**config.mk**
```make
export PLATFORM = sky130hd
export DESIGN_NAME = kvs_ram
export DESIGN_NICKNAME = d
export VERILOG_FILES = /design/src/rtl/kvs_ram.sv
export SDC_FILE = /design/constraint.sdc
export NUM_CORES = 1
export LEC_CHECK = 0
export ABC_AREA = 1
export BUFFER_PORTS_ARGS = -buffer_cell sky130_fd_sc_hd__buf_2
export CORE_ASPECT_RATIO = 2
export CORE_MARGIN = 2
export CORE_UTILIZATION = 52
export CTS_CLUSTER_SIZE = 10
export DETAILED_ROUTE_END_ITERATION = 8
export MAX_ROUTING_LAYER = met4
export PLACE_DENSITY = 0.79
export SYNTH_ARGS = -nofsm -noshare
export SYNTH_HDL_FRONTEND = slang
export SYNTH_SLANG_ARGS = --single-unit
```
**constraint.sdc**
```tcl
create_clock -name clk -period 1.34 [get_ports clk]
set_clock_uncertainty 0.1 [all_clocks]
set_input_delay 0.201 -clock clk [delete_from_list [all_inputs] [get_ports clk]]
set_output_delay 0.201 -clock clk [all_outputs]
set_load 0.05 [all_outputs]
```
**src/rtl/kvs_ram.sv**
```systemverilog
// ----------------------------------------------------------------------------
// kvs_ram
// Generic single-write, single-read RAM with a registered read port.
// ----------------------------------------------------------------------------
module kvs_ram #(
  parameter int WIDTH = 8,
  parameter int DEPTH = 16
) (
  input  logic                     clk,
  input  logic                     we,
  input  logic [$clog2(DEPTH)-1:0] waddr,
  input  logic [WIDTH-1:0]         wdata,
  input  logic                     re,
  input  logic [$clog2(DEPTH)-1:0] raddr,
  output logic [WIDTH-1:0]         rdata
);

  logic [WIDTH-1:0] mem [DEPTH];

  // write port
  always_ff @(posedge clk) begin
    if (we) begin
      mem[waddr] <= wdata;
    end
  end

  // read port, data holds until the next read
  always_ff @(posedge clk) begin
    if (re) begin
      rdata <= mem[raddr];
    end
  end

endmodule

```
## Yosys cells after proc, flatten, opt, wreduce, memory -nomap -nowiden

Memories as Yosys holds them, arrays and structs flattened. A register that Yosys moved wholly into a read port is not among the register bits.
Cells that the tools add are included.

- Register bits after elaboration: 0
- RAM bits: 128
- Input port bits: 19
- Output and inout port bits: 8
- Word-level logic and storage cells: 3
- Memories: 1

Memories:

| name | depth | width | rd ports | clocked after Yosys merged registers in | wr ports | line | source |
|---|---|---|---|---|---|---|---|
| mem | 16 | 8 | 1 | 1 | 1 | 18 | `logic [WIDTH-1:0] mem [DEPTH];` |

- Muxes and demuxes: 2

Operators by type and width:

| operator | count |
|---|---|
| 1-bit 2-to-1 mux | 2 |

## Longest topological paths before layout

- Word-level depth: 2
- Gate-level depth with buffers: 8
- Depth with buffers taken out: 7

## Least setup slack after synthesis

No wires, ideal clock.

- Path type: input to register
- Start point: input port waddr[3]
- End point: memory mem[4][0], enable pin
- Library setup time: 0.370 ns
- Data arrival time: 0.782 ns
- Data required time: 0.870 ns
- Slack: 0.088 ns
- Cell stages on the path: 2
- Path buffers: 0
- Cell sequence: nand3b_1 -> nor2_1

RTL lines:

| element | line | source |
|---|---|---|
| start: declaration | 11 | `input logic [$clog2(DEPTH)-1:0] waddr,` |
| end: declaration | 18 |  |

Straight into the memory's write port.

## Worst setup path in the final report

- Start point: register rdata[6] (read register of mem)
- End point: output port rdata[6]

RTL lines:

| element | line | source |
|---|---|---|
| start: declaration | 15 | `output logic [WIDTH-1:0] rdata` |

No word-level cell between the ends.

==> impl_metrics.prom <==
# TYPE chip_impl_metric gauge
chip_impl_metric{name="grt_pass1_vias",unit=""} 4044
chip_impl_metric{name="row_count",unit=""} 54
chip_impl_info{name="synth_area_leaders",value="sky130_fd_sc_hd__edfxtp_1 70%, sky130_fd_sc_hd__nand2_1 11%, sky130_fd_sc_hd__nand3_1 8.3%"} 1
chip_impl_metric{name="max_fclk",unit="MHz"} 757.4
chip_impl_metric{name="globalRouteTotalUtil",unit="%"} 23.73
chip_impl_info{name="clk_root_buffer_cell",value="sky130_fd_sc_hd__clkbuf_16"} 1
chip_impl_metric{name="top_cell_type_s_share_of_synthesized_area",unit="%"} 69.85
chip_impl_metric{name="synth_sequential_area_ratio",unit="%"} 69.85
chip_impl_metric{name="finish.utilization",unit="%"} 62.65
chip_impl_metric{name="mappedNetlistArea",unit="um2"} 5847
chip_impl_info{name="outcome",value="complete, no violations"} 1
chip_impl_metric{name="floorplan.die_area",unit="um2"} 12160
chip_impl_metric{name="ant_nets",unit=""} 0
chip_impl_metric{name="cp_max_fo",unit=""} 1
chip_impl_info{name="critical-path-slowest-cell",value="sky130_fd_sc_hd__edfxtp_1"} 1
chip_impl_metric{name="core_region_area",unit="um2"} 10950
chip_impl_metric{name="drt_pre_antenna_iters",unit=""} 5
chip_impl_metric{name="num-fill-cells",unit=""} 831
chip_impl_info{name="hold_class",value="primary input to register"} 1
chip_impl_info{name="critical_path.startpoint_type",value="register"} 1
chip_impl_metric{name="timing.final.crit_period",unit="ns"} 1.320
chip_impl_metric{name="power.total",unit="mW"} 10.18
chip_impl_info{name="setup.worst_path.start",value="rdata[6]"} 1
chip_impl_metric{name="dp_worst_setup_slack",unit="ns"} -0.1665
chip_impl_metric{name="cts.sink_count",unit=""} 136
chip_impl_metric{name="die_x",unit="um"} 78.98
chip_impl_metric{name="synth_seq_cells",unit=""} 136
chip_impl_info{name="rsz_0062_raised_after_global_routing",value="false"} 1
chip_impl_metric{name="grt-ovfl-total",unit=""} 0
chip_impl_metric{name="worstSkewPairLatency",unit="ns"} 0.42
chip_impl_metric{name="numCtsBuffers",unit=""} 17
chip_impl_metric{name="finalMaxSlewViolations",unit=""} 0
chip_impl_metric{name="relSlewSlack",unit="%"} 60.03
chip_impl_metric{name="syn-instance-count",unit=""} 551
chip_impl_metric{name="grt_pass1_wl",unit="um"} 20440
chip_impl_metric{name="grt_max_degree",unit=""} 65
chip_impl_info{name="layout_commonest_cell",value="sky130_fd_sc_hd__nand2_1"} 1
chip_impl_metric{name="number_of_primary_i_o_pins",unit=""} 27
chip_impl_metric{name="cap_violations",unit=""} 0
chip_impl_metric{name="synthToLayoutAreaGrowth",unit="%"} 17.29
chip_impl_metric{name="worst_slew_pin_tran",unit="ns"} 0.5987
chip_impl_info{name="tritoncts",value="done"} 1
chip_impl_metric{name="timing.final.hold_violations",unit=""} 0
chip_impl_metric{name="drc_errors",unit=""} 0
chip_impl_metric{name="n_antenna_cell",unit=""} 0
chip_impl_metric{name="power_leakage",unit="nW"} 2.985
chip_impl_metric{name="vias_per_cell",unit=""} 5.367
chip_impl_metric{name="cts_max_level",unit=""} 4
chip_impl_metric{name="finalWirelength",unit="um"} 13270
chip_impl_metric{name="vdd_drop_max",unit="mV"} 1.011
chip_impl_info{name="maxUsedRoutingLayer",value="met4"} 1
chip_impl_info{name="synthDominantAreaCellType",value="sky130_fd_sc_hd__edfxtp_1"} 1
chip_impl_metric{name="antenna_found_initial",unit=""} 0
chip_impl_metric{name="critPathRequiredTime",unit="ns"} 1.04
chip_impl_metric{name="dp_hpwl",unit="um"} 8467
chip_impl_metric{name="yosysUniqueCellTypes",unit=""} 11
chip_impl_metric{name="dr.first_iter.drc_count",unit=""} 524
chip_impl_metric{name="total_power_per_unit_cell_area",unit="nW/um2"} 1484
chip_impl_metric{name="final-setup-viol-count",unit=""} 0
chip_impl_info{name="category_of_the_critical_setup_timing_path",value="register to primary output"} 1
chip_impl_info{name="most-common-layout-cells",value="173 x sky130_fd_sc_hd__nand2_1, 136 x sky130_fd_sc_hd__edfxtp_1, 100 x sky130_fd_sc_hd__inv_1"} 1
chip_impl_metric{name="final_min_period_over_clock_period",unit="%"} 98.53
chip_impl_info{name="timing.hold.worst.start",value="re"} 1
chip_impl_info{name="worst_path_dominant_cell_family",value="flip-flops"} 1
chip_impl_metric{name="place_congestion",unit=""} 0.8403
chip_impl_metric{name="initial_core_util",unit="%"} 53.42
chip_impl_metric{name="fp.dieH",unit="um"} 154.0
chip_impl_metric{name="postSynthAreaPerCell",unit="um2"} 10.61
chip_impl_metric{name="crit_path_arrival_time",unit="ns"} 1.02
chip_impl_info{name="crit-reg2reg-launch",value="mem[15][5]"} 1
chip_impl_info{name="chain_of_cells_forming_the_critical_path",value="buf_4"} 1
chip_impl_metric{name="crit_path_max_incr_delay",unit="ns"} 0.40
chip_impl_info{name="setup.worst_path.end_class",value="primary output"} 1
chip_impl_metric{name="routedLengthMet1",unit="um"} 4507
chip_impl_metric{name="share_of_layout_cells_above_drive_strength_1",unit="%"} 13.38
chip_impl_metric{name="cts_max_path_buffers",unit=""} 2
chip_impl_metric{name="num-nets-final",unit=""} 620
chip_impl_metric{name="synthesis.yosys.warnings",unit=""} 0
chip_impl_metric{name="io_buffer_count",unit=""} 26
chip_impl_metric{name="setup_slack",unit="ns"} 0.01969
chip_impl_metric{name="critical_path_buf_inv_count",unit=""} 1
chip_impl_metric{name="postCtsSetupBuffers",unit=""} 0
chip_impl_metric{name="met2_length",unit="um"} 7279
chip_impl_metric{name="met3_length",unit="um"} 772
chip_impl_metric{name="wire_per_inst",unit="um"} 17.63
chip_impl_metric{name="cts.clk_slew.worst_paths",unit="ns"} 0.06
chip_impl_metric{name="syn_nets",unit=""} 570
chip_impl_metric{name="route.vias.total",unit=""} 4041
-- flip-flops by register name, indices dropped and copies added (netlist names) --
name	cells
rdata	8
mem	128
-- layout make-up --
cell class              instances  area, um2  area share [%]
clock buffers                  21      440.4           6.422
clock inverters                10      152.6           2.226
inverters                     102      382.9           5.583
multi-input cells             289       1214           17.70
flip-flops and latches        136       4084           59.55
well taps                     140      175.2           2.554
repair buffers                 55      409.1           5.966
-- metal layers --
metal | global-route usage [%] | up-vias
met1 | 24.99 | 1909
met4 | 14.12 | 0
met5 | - | -
met2 | 40.76 | 200
li1 | - | 1882
met3 | 4.049 | 50
-- report_power, final --
group / switching, mW / internal, mW
Combinational: 0.473 / 0.194
Clock: 1.61 / 3.08
Sequential: 0.0275 / 4.80
Total: 2.11 / 8.07
-- metrics by stage --
| step | setup TNS (ns) | std cells | hold slack (ns) | instance area, um2 |
|---|---|---|---|---|
| after floorplan | 0 | 551 | 0.1999 | 5847 |
| after global placement | -0.7693 | 722 | 0.4659 | 6254 |
| after detailed placement | -1.199 | 722 | 0.4655 | 6254 |
| after CTS | -0.005877 | 753 | 0.03895 | 6858 |
| after global routing | 0 | 753 | 0.04732 | 6858 |
| final | 0 | 753 | 0.05187 | 6858 |
-- timing repair --
action / CTS / global route
resized for setup: 4 / 0
hold buffers: 0 / 0
setup endpoints to repair: 3 / 0
-- kinds of logic after synthesis --
family        after synthesis  synth area share (%)
buf+inv                   126                 9.394
simple gates              289                 20.76
flops                     136                 69.85
-- cells in the mapped netlist --
cell	instances
sky130_fd_sc_hd__nand2_1	173
sky130_fd_sc_hd__buf_4	4
sky130_fd_sc_hd__buf_6	6
sky130_fd_sc_hd__nand3_1	97
sky130_fd_sc_hd__buf_2	13
sky130_fd_sc_hd__inv_1	100
sky130_fd_sc_hd__nand3b_1	2
sky130_fd_sc_hd__buf_1	1
sky130_fd_sc_hd__inv_2	2
sky130_fd_sc_hd__edfxtp_1	136
sky130_fd_sc_hd__nor2_1	17
-- worst paths after layout --
check             end  slack, ns  cells past startpoint
min reg2reg  rdata[6]       0.66                      6
max          rdata[6]       0.02                      1
max reg2reg  rdata[5]       0.09                      6
min          rdata[1]       0.05                      1
Power figures use the tool's default switching activity.
